--- config.mk ---
export PLATFORM = sky130hd
export DESIGN_NAME = block_group_index_engine_unit_flat
export DESIGN_NICKNAME = d
export VERILOG_FILES = /design/src/rtl/core/bgie_pkg.sv /design/src/rtl/core/bgie_if.sv /design/src/rtl/core/bgie_div.sv /design/src/rtl/core/block_group_index_engine_unit.sv /design/src/flat_wrapper.sv
export SDC_FILE = /design/constraint.sdc
export NUM_CORES = 2
export LEC_CHECK = 0
export BUFFER_PORTS_ARGS = -buffer_cell sky130_fd_sc_hd__buf_2
export CORE_MARGIN = 4
export CORE_UTILIZATION = 35
export DETAILED_ROUTE_END_ITERATION = 7
export HOLD_SLACK_MARGIN = 0.02
export PLACE_DENSITY = 0.5
export SKIP_CTS_REPAIR_TIMING = 1
export SLEW_MARGIN = 25
export SYNTH_ARGS = -nofsm -noshare
export SYNTH_HDL_FRONTEND = slang
export SYNTH_SLANG_ARGS = --single-unit
--- constraint.sdc ---
create_clock -name clk -period 17.2 [get_ports clk]
set_input_delay 0.86 -clock clk [delete_from_list [all_inputs] [get_ports clk]]
set_output_delay 0.86 -clock clk [all_outputs]
set_load 0.02 [all_outputs]
--- src/rtl/core/bgie_pkg.sv ---
// Shared types, codes and result builders for the block-group index engine.
// No dependencies; every other file in rtl/core imports this package.
`default_nettype none

package bgie_pkg;

  // Field widths fixed by the item format
  localparam int unsigned NUM_W  = 40;  // block numbers and block count
  localparam int unsigned OFF_W  = 48;  // data store offsets
  localparam int unsigned CODE_W = 16;  // per-block code
  localparam int unsigned LEN_W  = 15;  // block size and read length
  localparam int unsigned GRP_W  = 6;   // group size, slots, remainders
  localparam int unsigned CNT_W  = 6;   // divider step counter, holds NUM_W
  localparam int unsigned CIDX_W = 1;   // configuration register index

  // Configuration register indexes
  localparam logic [CIDX_W-1:0] CFG_BLOCK_BYTES  = 1'd0;
  localparam logic [CIDX_W-1:0] CFG_GROUP_BLOCKS = 1'd1;

  // Request types
  typedef enum logic [1:0] {
    REQ_APPEND = 2'd0,
    REQ_LOAD   = 2'd1,
    REQ_LOOKUP = 2'd2,
    REQ_CLOSE  = 2'd3
  } req_type_t;

  // Block kinds of an append; the two other codes are coded like a zero block
  localparam logic [1:0] KIND_DATA = 2'd0;
  localparam logic [1:0] KIND_DEP  = 2'd1;

  // Result kinds
  localparam logic [1:0] RES_ACCEPT = 2'd0;
  localparam logic [1:0] RES_WORD   = 2'd1;
  localparam logic [1:0] RES_ANSWER = 2'd2;

  // Lookup classes
  localparam logic [2:0] CLS_ZERO = 3'd0;
  localparam logic [2:0] CLS_COMP = 3'd1;
  localparam logic [2:0] CLS_RAW  = 3'd2;
  localparam logic [2:0] CLS_DEP  = 3'd3;
  localparam logic [2:0] CLS_NONE = 3'd4;

  // Special block codes
  localparam logic [CODE_W-1:0] CODE_ZERO_BLK = 16'h8000;
  localparam logic [CODE_W-1:0] CODE_RAW_BLK  = 16'h8001;

  typedef struct packed {
    req_type_t         req_type;
    logic [1:0]        block_kind;
    logic [15:0]       packed_len;
    logic [5:0]        dep_index;
    logic [OFF_W-1:0]  data_position;
    logic [5:0]        load_slot;
    logic [OFF_W-1:0]  load_value;
    logic [NUM_W-1:0]  block_number;
  } req_t;

  typedef struct packed {
    logic [1:0]        result_kind;
    logic [OFF_W-1:0]  word_value;
    logic [5:0]        word_slot;
    logic              raw_store;
    logic [2:0]        read_class;
    logic [OFF_W-1:0]  read_offset;
    logic [LEN_W-1:0]  read_length;
    logic [6:0]        dep_ref;
    logic              last;
  } rsp_t;

  // Plain acknowledge of an item
  function automatic rsp_t rsp_ack(input logic raw);
    rsp_t r;
    r           = '0;
    r.result_kind = RES_ACCEPT;
    r.raw_store = raw;
    r.last      = 1'b1;
    return r;
  endfunction

  // One word of an emitted index entry
  function automatic rsp_t rsp_word(input logic [OFF_W-1:0] value,
                                    input logic [5:0] slot,
                                    input logic raw, input logic fin);
    rsp_t r;
    r             = '0;
    r.result_kind = RES_WORD;
    r.word_value  = value;
    r.word_slot   = slot;
    r.raw_store   = raw;
    r.last        = fin;
    return r;
  endfunction

  // Lookup answer
  function automatic rsp_t rsp_answer(input logic [2:0] cls,
                                      input logic [OFF_W-1:0] off,
                                      input logic [LEN_W-1:0] len,
                                      input logic [6:0] dep);
    rsp_t r;
    r             = '0;
    r.result_kind = RES_ANSWER;
    r.read_class  = cls;
    r.read_offset = off;
    r.read_length = len;
    r.dep_ref     = dep;
    r.last        = 1'b1;
    return r;
  endfunction

endpackage

`default_nettype wire

--- src/rtl/core/bgie_if.sv ---
// Valid/ready channel interfaces for requests and results of the index engine.
// Depends on bgie_pkg for the payload types.
`default_nettype none

interface bgie_req_if import bgie_pkg::*; ();
  logic valid;
  logic ready;
  req_t data;
  modport source(output valid, output data, input ready);
  modport sink(input valid, input data, output ready);
endinterface

interface bgie_rsp_if import bgie_pkg::*; ();
  logic valid;
  logic ready;
  rsp_t data;
  modport source(output valid, output data, input ready);
  modport sink(input valid, input data, output ready);
endinterface

`default_nettype wire

--- src/rtl/core/bgie_div.sv ---
// Restoring divider, one quotient bit per cycle: 40-bit dividend by 6-bit divisor.
// Depends on bgie_pkg for widths.
`default_nettype none

module bgie_div import bgie_pkg::*; (
  input  logic             clk,
  input  logic             rst,
  input  logic             start,
  input  logic [NUM_W-1:0] dividend,
  input  logic [GRP_W-1:0] divisor,
  output logic             done,
  output logic [NUM_W-1:0] quotient,
  output logic [GRP_W-1:0] remainder
);

  logic             busy;
  logic [CNT_W-1:0] cnt;
  logic [NUM_W-1:0] quo;
  logic [GRP_W-1:0] rem;
  logic [GRP_W-1:0] dvs;
  logic [GRP_W:0]   shifted;
  logic [GRP_W+1:0] diff;
  logic             ge;

  // One trial subtraction per cycle
  assign shifted = {rem, quo[NUM_W-1]};
  assign diff    = {1'b0, shifted} - {2'b00, dvs};
  assign ge      = ~diff[GRP_W+1];

  always_ff @(posedge clk) begin
    if (rst) begin
      busy <= 1'b0;
      done <= 1'b0;
      cnt  <= '0;
    end else begin
      // Flag the cycle after the last quotient bit
      done <= ~start & busy & (cnt == CNT_W'(1));
      if (start) begin
        busy <= 1'b1;
        cnt  <= CNT_W'(NUM_W);
        quo  <= dividend;
        rem  <= '0;
        dvs  <= divisor;
      end else if (busy) begin
        quo <= {quo[NUM_W-2:0], ge};
        rem <= ge ? diff[GRP_W-1:0] : shifted[GRP_W-1:0];
        cnt <= cnt - 1'b1;
        if (cnt == CNT_W'(1)) begin
          busy <= 1'b0;
        end
      end
    end
  end

  assign quotient  = quo;
  assign remainder = rem;

endmodule

`default_nettype wire

--- src/rtl/core/block_group_index_engine_unit.sv ---
// Block-group index engine: builds and reads one index entry (a 48-bit base
// offset and one 16-bit code per block). Every request first runs a shared
// bit-serial divider, which hands over a quotient and a remainder to split the
// block number or block count into group and slot. Append, load and close
// then present their result, or an append or close flushes the entry; a lookup
// walks the codes up to its slot through the code RAM; an entry flush emits
// the base word and then one word per block of the group. Requests are taken
// one at a time; the result register lets the next request start while the
// last result of the previous one waits for its transfer.
`default_nettype none

module block_group_index_engine_unit import bgie_pkg::*; #(
  parameter int unsigned MAX_GROUP = 32
) (
  input  logic              clk,
  input  logic              rst,
  input  logic              cfg_we,
  input  logic [CIDX_W-1:0] cfg_index,
  input  logic [LEN_W-1:0]  cfg_data,
  bgie_req_if.sink          req,
  bgie_rsp_if.source        rsp
);

  localparam int unsigned AW = (MAX_GROUP > 1) ? $clog2(MAX_GROUP) : 1;
  localparam logic [GRP_W-1:0] MAX_G = GRP_W'(MAX_GROUP);

  typedef enum logic [2:0] {
    S_IDLE, S_DIV, S_EMIT, S_FL_BASE, S_FL_RD, S_FL_EMIT, S_WK_RD, S_WK_ACC
  } state_t;

  state_t state;

  // Configuration
  logic [LEN_W-1:0] block_bytes;
  logic [GRP_W-1:0] group_blocks;

  // Entry and bookkeeping
  logic [OFF_W-1:0]     entry_base;
  logic [MAX_GROUP-1:0] code_vld;
  logic [NUM_W-1:0]     block_count;
  logic [NUM_W-1:0]     loaded_group;
  logic                 loaded_valid;

  // Per-request working registers
  req_t             req_q;
  logic [GRP_W-1:0] g_q;
  logic [AW-1:0]    idx;
  logic [AW-1:0]    slot_q;
  logic             raw_q;
  logic [OFF_W-1:0] acc;
  rsp_t             res_q;
  rsp_t             out_q;
  logic             out_valid;

  // Code RAM
  logic [CODE_W-1:0] codes [MAX_GROUP];
  logic [CODE_W-1:0] rd_data;
  logic              rd_vld;
  logic [CODE_W-1:0] rd_code;
  logic              mem_we;
  logic [AW-1:0]     mem_wa;
  logic [CODE_W-1:0] mem_wd;

  // Divider hookup
  logic             div_start;
  logic [NUM_W-1:0] div_dividend;
  logic             div_done;
  logic [NUM_W-1:0] div_quo;
  logic [GRP_W-1:0] div_rem;

  logic [GRP_W-1:0] g_eff;
  logic             out_free;
  logic             out_load;
  logic [20:0]      bytes63;
  logic [LEN_W-1:0] thr;
  logic             raw_c;
  logic [CODE_W-1:0] code_c;
  logic             slot_ok;
  logic [GRP_W-1:0] slot_m1;
  logic             switch_grp;
  logic [MAX_GROUP-1:0] code_vld_next;
  logic [OFF_W-1:0] entry_base_next;
  logic [GRP_W-1:0] idx_p1;
  logic [OFF_W-1:0] addend;
  logic [16:0]      dep_full;
  rsp_t             answer;

  // Configuration writes
  always_ff @(posedge clk) begin
    if (rst) begin
      block_bytes  <= LEN_W'(4096);
      group_blocks <= GRP_W'(32);
    end else if (cfg_we) begin
      unique case (cfg_index)
        CFG_BLOCK_BYTES:  block_bytes  <= cfg_data;
        CFG_GROUP_BLOCKS: group_blocks <= cfg_data[GRP_W-1:0];
        default: ;
      endcase
    end
  end

  // Clamp the group size to 1..MAX_GROUP
  always_comb begin
    if (group_blocks == '0)      g_eff = GRP_W'(1);
    else if (group_blocks > MAX_G) g_eff = MAX_G;
    else                         g_eff = group_blocks;
  end

  assign req.ready = (state == S_IDLE);
  assign out_free  = ~out_valid | rsp.ready;
  assign out_load  = out_free & ((state == S_EMIT) | (state == S_FL_BASE) |
                                 (state == S_FL_EMIT));
  assign rsp.valid = out_valid;
  assign rsp.data  = out_q;

  // Divide block count (append, close) or block number (load, lookup) by group
  assign div_start    = (state == S_IDLE) & req.valid;
  assign div_dividend = (req.data.req_type == REQ_APPEND || req.data.req_type == REQ_CLOSE)
                        ? block_count : req.data.block_number;

  bgie_div u_div (
    .clk       (clk),
    .rst       (rst),
    .start     (div_start),
    .dividend  (div_dividend),
    .divisor   (g_eff),
    .done      (div_done),
    .quotient  (div_quo),
    .remainder (div_rem)
  );

  // Append coding: raw when length reaches 63/64 of the block size
  assign bytes63 = {block_bytes, 6'b0} - {6'b0, block_bytes};
  assign thr     = bytes63[20:6];
  assign raw_c   = (req_q.block_kind == KIND_DATA) & (req_q.packed_len >= {1'b0, thr});

  always_comb begin
    if (req_q.block_kind == KIND_DATA)
      code_c = raw_c ? CODE_RAW_BLK : req_q.packed_len;
    else if (req_q.block_kind == KIND_DEP)
      code_c = ~{10'b0, req_q.dep_index};
    else
      code_c = CODE_ZERO_BLK;
  end

  assign slot_ok = (req_q.load_slot <= MAX_G);
  assign slot_m1 = req_q.load_slot - GRP_W'(1);

  // Entry after a load: a new group starts from an empty entry
  assign switch_grp = !loaded_valid || div_quo != loaded_group;
  always_comb begin
    code_vld_next   = switch_grp ? '0 : code_vld;
    entry_base_next = switch_grp ? '0 : entry_base;
    if (req_q.load_slot == '0) entry_base_next = req_q.load_value;
    else                       code_vld_next[slot_m1[AW-1:0]] = 1'b1;
  end

  // Code RAM write port
  always_comb begin
    mem_we = 1'b0;
    mem_wa = div_rem[AW-1:0];
    mem_wd = code_c;
    if (state == S_DIV && div_done) begin
      if (req_q.req_type == REQ_APPEND) begin
        mem_we = 1'b1;
      end else if (req_q.req_type == REQ_LOAD && slot_ok && req_q.load_slot != '0) begin
        mem_we = 1'b1;
        mem_wa = slot_m1[AW-1:0];
        mem_wd = req_q.load_value[CODE_W-1:0];
      end
    end
  end

  always_ff @(posedge clk) begin
    if (mem_we) codes[mem_wa] <= mem_wd;
    rd_data <= codes[idx];
    rd_vld  <= code_vld[idx];
  end

  // A code never written since the last clear reads as zero
  assign rd_code = rd_vld ? rd_data : '0;

  // Walk: add compressed lengths and raw block sizes
  always_comb begin
    if (!rd_code[CODE_W-1])
      addend = {{(OFF_W-LEN_W){1'b0}}, rd_code[LEN_W-1:0]};
    else if (rd_code == CODE_RAW_BLK)
      addend = {{(OFF_W-LEN_W){1'b0}}, block_bytes};
    else
      addend = '0;
  end

  // Classify the code at the looked-up slot
  assign dep_full = 17'h10000 - {1'b0, rd_code};
  always_comb begin
    if (rd_code == '0 || rd_code == CODE_ZERO_BLK)
      answer = rsp_answer(CLS_ZERO, '0, '0, '0);
    else if (rd_code == CODE_RAW_BLK)
      answer = rsp_answer(CLS_RAW, acc, block_bytes, '0);
    else if (!rd_code[CODE_W-1])
      answer = rsp_answer(CLS_COMP, acc, rd_code[LEN_W-1:0], '0);
    else if (dep_full <= 17'd64)
      answer = rsp_answer(CLS_DEP, '0, '0, dep_full[6:0]);
    else
      answer = rsp_answer(CLS_NONE, '0, '0, '0);
  end

  assign idx_p1 = GRP_W'(idx) + GRP_W'(1);

  // Sequencer, entry state and result register
  always_ff @(posedge clk) begin
    if (rst) begin
      state        <= S_IDLE;
      out_valid    <= 1'b0;
      entry_base   <= '0;
      code_vld     <= '0;
      block_count  <= '0;
      loaded_group <= '0;
      loaded_valid <= 1'b0;
    end else begin
      // Hold the result until its transfer, refill when a new one is loaded
      if (out_load)       out_valid <= 1'b1;
      else if (rsp.ready) out_valid <= 1'b0;

      unique case (state)
        S_IDLE: begin
          if (req.valid) begin
            req_q <= req.data;
            g_q   <= g_eff;
            state <= S_DIV;
          end
        end

        S_DIV: begin
          if (div_done) begin
            unique case (req_q.req_type)
              REQ_APPEND: begin
                if (div_rem == '0) entry_base <= req_q.data_position;
                code_vld[mem_wa] <= 1'b1;
                block_count      <= block_count + 1'b1;
                loaded_valid     <= 1'b0;
                raw_q            <= raw_c;
                if (div_rem == g_q - 1'b1) begin
                  state <= S_FL_BASE;
                end else begin
                  res_q <= rsp_ack(raw_c);
                  state <= S_EMIT;
                end
              end

              REQ_CLOSE: begin
                block_count  <= '0;
                loaded_valid <= 1'b0;
                raw_q        <= 1'b0;
                if (div_rem != '0) begin
                  state <= S_FL_BASE;
                end else begin
                  res_q <= rsp_ack(1'b0);
                  state <= S_EMIT;
                end
              end

              REQ_LOAD: begin
                if (slot_ok) begin
                  // Switching groups drops the old entry first
                  if (switch_grp) begin
                    loaded_group <= div_quo;
                    loaded_valid <= 1'b1;
                  end
                  code_vld   <= code_vld_next;
                  entry_base <= entry_base_next;
                end
                res_q <= rsp_ack(1'b0);
                state <= S_EMIT;
              end

              REQ_LOOKUP: begin
                if (!loaded_valid || div_quo != loaded_group) begin
                  res_q <= rsp_answer(CLS_NONE, '0, '0, '0);
                  state <= S_EMIT;
                end else begin
                  acc    <= entry_base;
                  idx    <= '0;
                  slot_q <= div_rem[AW-1:0];
                  state  <= S_WK_RD;
                end
              end
            endcase
          end
        end

        S_WK_RD: state <= S_WK_ACC;

        S_WK_ACC: begin
          if (idx == slot_q) begin
            res_q <= answer;
            state <= S_EMIT;
          end else begin
            acc   <= acc + addend;
            idx   <= idx + 1'b1;
            state <= S_WK_RD;
          end
        end

        S_EMIT: begin
          if (out_free) begin
            out_q <= res_q;
            state <= S_IDLE;
          end
        end

        S_FL_BASE: begin
          if (out_free) begin
            out_q <= rsp_word(entry_base, '0, raw_q, 1'b0);
            idx   <= '0;
            state <= S_FL_RD;
          end
        end

        S_FL_RD: state <= S_FL_EMIT;

        S_FL_EMIT: begin
          if (out_free) begin
            out_q <= rsp_word({{(OFF_W-CODE_W){1'b0}}, rd_code}, idx_p1, raw_q,
                              idx_p1 == g_q);
            if (idx_p1 == g_q) begin
              // Entry emitted: clear it
              code_vld   <= '0;
              entry_base <= '0;
              state      <= S_IDLE;
            end else begin
              idx   <= idx + 1'b1;
              state <= S_FL_RD;
            end
          end
        end

        default: state <= S_IDLE;
      endcase
    end
  end

endmodule

`default_nettype wire
--- src/flat_wrapper.sv ---
// flat-port wrapper written by rule: the top's interface ports become plain ports
module block_group_index_engine_unit_flat import bgie_pkg::*;
#(
  parameter int unsigned MAX_GROUP = 32
)
  (clk, rst, cfg_we, cfg_index, cfg_data, req_valid, req_data, req_ready, rsp_valid, rsp_data, rsp_ready);
  bgie_req_if req_i ();
  bgie_rsp_if rsp_i ();
  input  logic clk;
  input  logic rst;
  input  logic cfg_we;
  input  logic [CIDX_W-1:0] cfg_index;
  input  logic [LEN_W-1:0] cfg_data;
  input wire logic [$bits(req_i.valid)-1:0] req_valid;
  input wire logic [$bits(req_i.data)-1:0] req_data;
  output wire logic [$bits(req_i.ready)-1:0] req_ready;
  output wire logic [$bits(rsp_i.valid)-1:0] rsp_valid;
  output wire logic [$bits(rsp_i.data)-1:0] rsp_data;
  input wire logic [$bits(rsp_i.ready)-1:0] rsp_ready;
  assign req_i.valid = req_valid;
  assign req_i.data = req_data;
  assign req_ready = req_i.ready;
  assign rsp_valid = rsp_i.valid;
  assign rsp_data = rsp_i.data;
  assign rsp_i.ready = rsp_ready;
  block_group_index_engine_unit #(.MAX_GROUP(MAX_GROUP)) u_core (.clk(clk), .rst(rst), .cfg_we(cfg_we), .cfg_index(cfg_index), .cfg_data(cfg_data), .req(req_i), .rsp(rsp_i));
endmodule
==> run_summary.xml <==
<?xml version="1.0" encoding="UTF-8"?>
<metrics>
  <group name="synth">
    <metric name="leading_post_synthesis_cells_by_cell_area" unit="">sky130_fd_sc_hd__edfxtp_1, sky130_fd_sc_hd__dfxtp_1, sky130_fd_sc_hd__mux2i_1</metric>
    <metric name="synth_warn" unit="">0</metric>
    <metric name="ys_dominant_reg_cell" unit="">sky130_fd_sc_hd__edfxtp_1</metric>
    <metric name="synth_area_leader_cell" unit="">sky130_fd_sc_hd__edfxtp_1</metric>
    <metric name="postSynth.asyncResetShare" unit="">0</metric>
    <metric name="postSynthCellCount" unit="">3898</metric>
    <metric name="synth.top_cells.by_count" unit="">sky130_fd_sc_hd__edfxtp_1, sky130_fd_sc_hd__nand2_1, sky130_fd_sc_hd__o21ai_0</metric>
    <metric name="synth_top_cell_area_share" unit="">0.570</metric>
    <metric name="synth.most_common_cell" unit="">sky130_fd_sc_hd__edfxtp_1</metric>
    <metric name="number_of_distinct_library_cells_after_synthesis" unit="">89</metric>
    <metric name="count_of_flip_flops_with_a_built_in_enable_after_synthesis" unit="">963</metric>
    <metric name="synth.ff_latch_count" unit="">1174</metric>
    <metric name="synth_seq_area_share" unit="">0.654</metric>
    <metric name="mappedNetlistArea" unit="um2">50700</metric>
    <metric name="synth_nets" unit="">4151</metric>
    <metric name="synth_area_per_cell" unit="um2">13.0</metric>
  </group>
  <group name="finish">
    <metric name="nets" unit="">4461</metric>
    <metric name="final_design_area_no_fill" unit="um2">59000</metric>
    <metric name="layout-drive-gt1-share" unit="">0.168</metric>
    <metric name="area_growth_syn_to_layout" unit="%">16.4</metric>
  </group>
  <group name="detailed_routing">
    <metric name="finalWirelength" unit="um">150000</metric>
    <metric name="drc_violation_count_after_routing" unit="">0</metric>
    <metric name="dr_total_vias" unit="">32500</metric>
    <metric name="drt_pre_antenna_iters" unit="">6</metric>
    <metric name="postRouteAntennaNets" unit="">0</metric>
    <metric name="violation_count_after_the_first_detailed_routing_iteration" unit="">2688</metric>
    <metric name="drt-wirelength-per-cell" unit="um">24.1</metric>
    <metric name="via_density" unit="">5.22</metric>
  </group>
  <group name="clock_tree">
    <metric name="cts_tree" unit="">built</metric>
    <metric name="root_buffer" unit="">sky130_fd_sc_hd__clkbuf_16</metric>
    <metric name="clock_sink_count" unit="">1174</metric>
    <metric name="clockBufferDepth" unit="">3</metric>
    <metric name="clock_buffer_count_from_cts" unit="">134</metric>
    <metric name="clock_tree.htree_level_count" unit="">4</metric>
    <metric name="clock_latency" unit="ns">0.74</metric>
    <metric name="clk_pin_slew_worst_paths" unit="ns">0.06</metric>
  </group>
  <group name="setup_path">
    <metric name="endpoint_kind" unit="">register</metric>
    <metric name="worst_ep_arrival_time" unit="ns">5.65</metric>
    <metric name="crit_slowest_cell" unit="">sky130_fd_sc_hd__a221o_1</metric>
    <metric name="crit_path_buf_inv_count" unit="">2</metric>
    <metric name="critical_path_required" unit="ns">17.58</metric>
    <metric name="rr_worst_depth" unit="">17</metric>
    <metric name="path_class" unit="">register to register</metric>
    <metric name="startpoint_type" unit="">register</metric>
    <metric name="critical_path.endpoint" unit="">u_core.codes[12][4]</metric>
    <metric name="critical_path_peak_fanout" unit="">32</metric>
    <metric name="wp_depth" unit="">17</metric>
    <metric name="critical_path_start" unit="">u_core.block_bytes[7]</metric>
    <metric name="critical-path-top-delay-family" unit="">compound AO/OA/AOI/OAI gates</metric>
    <metric name="critical-path-max-stage-delay" unit="ns">0.91</metric>
    <metric name="timing.rr.end" unit="">u_core.codes[12][4]</metric>
    <metric name="worst-r2r-setup-slack" unit="ns">11.93</metric>
    <metric name="crit-reg2reg-launch" unit="">u_core.block_bytes[7]</metric>
    <metric name="crit_path_cell_trace" unit="">inv_1, ha_1, a21o_1, a41oi_1, o21ai_0, o21ai_1, nand2_1, nor3_1, nor2_1, ha_1, o21a_1, o21ai_0, a21oi_1, a211o_1, nor4_2, buf_4, a221o_1</metric>
  </group>
  <group name="global_route">
    <metric name="antenna_found_initial" unit="">8</metric>
    <metric name="overflow" unit="">0</metric>
    <metric name="first_global_vias" unit="">31400</metric>
    <metric name="gr-usage-all-layers" unit="">0.194</metric>
    <metric name="global_route_wire_length_before_repair" unit="um">219000</metric>
    <metric name="grt_start_max_net_pins" unit="">124</metric>
  </group>
  <group name="timing">
    <metric name="final.setup.tns" unit="ns">0</metric>
    <metric name="max-slew-margin-rel" unit="">0.277</metric>
    <metric name="fmaxAchievable" unit="MHz">190</metric>
    <metric name="final-setup-viol-count" unit="">0</metric>
    <metric name="worst-slew-pin-transition" unit="ns">1.08</metric>
    <metric name="worst_setup_margin" unit="ns">11.93</metric>
    <metric name="timing.final.max_slew_violations" unit="">0</metric>
    <metric name="post_route_clock_period_utilization" unit="">0.307</metric>
    <metric name="fin_crit" unit="ns">5.27</metric>
    <metric name="finClkSkew" unit="ns">0.0293</metric>
    <metric name="rsz0062_at_grt" unit="">false</metric>
    <metric name="finalHoldViolCount" unit="">0</metric>
  </group>
  <group name="floorplanning">
    <metric name="design.die.area" unit="um2">151000</metric>
    <metric name="chipHeight" unit="um">389</metric>
    <metric name="floorplan.initialDensity" unit="">0.353</metric>
    <metric name="row_count" unit="">139</metric>
    <metric name="die_x" unit="um">389</metric>
    <metric name="floorplan.io_pins" unit="">322</metric>
    <metric name="placeableCoreArea" unit="um2">144000</metric>
  </group>
  <group name="hold_path">
    <metric name="min_path_cells" unit="">1</metric>
    <metric name="worstHoldPathType" unit="">input pin to register</metric>
  </group>
  <group name="pwr">
    <metric name="pwr-share-clk" unit="">0.458</metric>
    <metric name="total_switching_power" unit="mW">1.38</metric>
    <metric name="max-vdd-ir-drop" unit="mV">0.0875</metric>
    <metric name="power_share_of_the_combinational_group" unit="">0.038</metric>
    <metric name="switching_share" unit="">0.221</metric>
    <metric name="cellLeakagePower" unit="nW">20.4</metric>
    <metric name="power_frac_seq" unit="">0.504</metric>
    <metric name="p_per_area" unit="nW/um2">106</metric>
    <metric name="internal_power" unit="mW">4.86</metric>
  </group>
  <group name="placed_design">
    <metric name="dpl-instance-area" unit="um2">54600</metric>
    <metric name="port_bufs" unit="">321</metric>
    <metric name="detailedPlace.worstSlack" unit="ns">11.97</metric>
    <metric name="dpl.hpwl" unit="um">96300</metric>
    <metric name="place_congestion" unit="">0.834</metric>
  </group>
  <group name="flow_run">
    <metric name="max-cap-violations" unit="">0</metric>
  </group>
  <group name="run_status">
    <metric name="result_of_the_run" unit="">completed</metric>
  </group>
</metrics>
## per-layer routing
| layer | share of wire | track usage |
|---|---|---|
| met3 | 0.060 | 0.0321 |
| met1 | 0.46 | 0.279 |
| met2 | 0.46 | 0.310 |
| met4 | 0.019 | 0.0430 |
| met5 | 0 | 0 |
## sequential cells by signal (all words and copies together) (netlist names), 15 cells and up
| name | count |
|---|---|
| u_core.codes | 512 |
| u_core.rsp.data | 131 |
| u_core.req_q | 128 |
| u_core.res_q | 75 |
| u_core.acc | 48 |
| u_core.entry_base | 48 |
| u_core.block_count | 40 |
| u_core.loaded_group | 40 |
| u_core.u_div.quotient | 40 |
| u_core.code_vld | 32 |
| u_core.rd_data | 16 |
| u_core.block_bytes | 15 |
## worst min-delay path by stage
stage | from | to | slack (ns)
floorplan | u_core.group_blocks[0] | u_core.group_blocks[0] | 0.44
global placement | u_core.loaded_group[13] | u_core.loaded_group[13] | 0.45
detailed placement | u_core.group_blocks[0] | u_core.group_blocks[0] | 0.46
CTS | req_data[77] | u_core.req_q[77] | 0.23
global route | req_data[108] | u_core.req_q[108] | 0.24
finish | req_data[110] | u_core.req_q[110] | 0.29
## cells by family after synthesis
family / after synthesis / synth area share
AND/OR/NAND/NOR: 1210 / 0.118
flip-flops: 1174 / 0.654
AO/OA/AOI/OAI: 664 / 0.0810
buffers and inverters: 318 / 0.0252
multiplexers: 307 / 0.0783
XOR/XNOR: 161 / 0.0281
adder cells (fa/ha/maj): 64 / 0.0161
## layout by cell type (no fill, tap or decap), types with 11 or more instances in the layout
master                        n
sky130_fd_sc_hd__inv_1       95
sky130_fd_sc_hd__or2_2       11
sky130_fd_sc_hd__a21o_1      32
sky130_fd_sc_hd__buf_4       72
sky130_fd_sc_hd__dfxtp_1    211
sky130_fd_sc_hd__and2_1     163
sky130_fd_sc_hd__a21oi_1    138
sky130_fd_sc_hd__mux2i_1    230
sky130_fd_sc_hd__mux4_2      68
sky130_fd_sc_hd__nand4_1     31
sky130_fd_sc_hd__o21ai_0    248
sky130_fd_sc_hd__nand3_1    108
sky130_fd_sc_hd__a211oi_1    48
sky130_fd_sc_hd__and3_1      18
sky130_fd_sc_hd__nor2b_1     34
sky130_fd_sc_hd__nor3_1      81
sky130_fd_sc_hd__clkbuf_1    34
sky130_fd_sc_hd__xnor2_1     70
sky130_fd_sc_hd__clkinv_2    12
sky130_fd_sc_hd__o221ai_1    34
sky130_fd_sc_hd__clkbuf_16  139
sky130_fd_sc_hd__edfxtp_1   963
sky130_fd_sc_hd__o22ai_1     37
sky130_fd_sc_hd__o21a_1      12
sky130_fd_sc_hd__ha_1        61
sky130_fd_sc_hd__xor2_1      89
sky130_fd_sc_hd__nand2_1    382
sky130_fd_sc_hd__a22o_1      17
sky130_fd_sc_hd__buf_2      320
sky130_fd_sc_hd__nand2b_1    62
sky130_fd_sc_hd__clkinv_1    24
sky130_fd_sc_hd__nor2_1     218
sky130_fd_sc_hd__nor4_1      20
## metrics by stage
step / hold slack [ns] / std cells / power (mW) / utilization
4_1_cts: 0.229 / 6220 / 6.31 / 0.410
3_5_place_dp: 0.457 / 5975 / 3.44 / 0.379
2_1_floorplan: 0.437 / 3898 / 3.34 / -
3_3_place_gp: 0.453 / 5975 / 3.44 / 0.379
6_report: 0.295 / 6228 / 6.24 / 0.410
5_1_grt: 0.245 / 6220 / 6.46 / 0.410
## power groups by stage
stage / clock (mW) / combinational, mW / sequential (mW)
2_1_floorplan: 0 / 0.157 / 3.18
3_3_place_gp: 0 / 0.239 / 3.20
3_5_place_dp: 0 / 0.239 / 3.20
4_1_cts: 2.93 / 0.241 / 3.14
5_1_grt: 3.04 / 0.268 / 3.15
6_report: 2.86 / 0.240 / 3.14
## final cells by class
class,count,area (um2)
Sequential cell,1174,33100
Tap cell,1903,2380
Clock inverter,63,679
Clock buffer,182,3730
Multi-Input combinational cell,2406,16500
Timing Repair Buffer,397,2220
Antenna cell,8,20.0
Inverter,95,357
Fill cell,13400,84800
No activity file was read; power rests on OpenSTA's default activity.
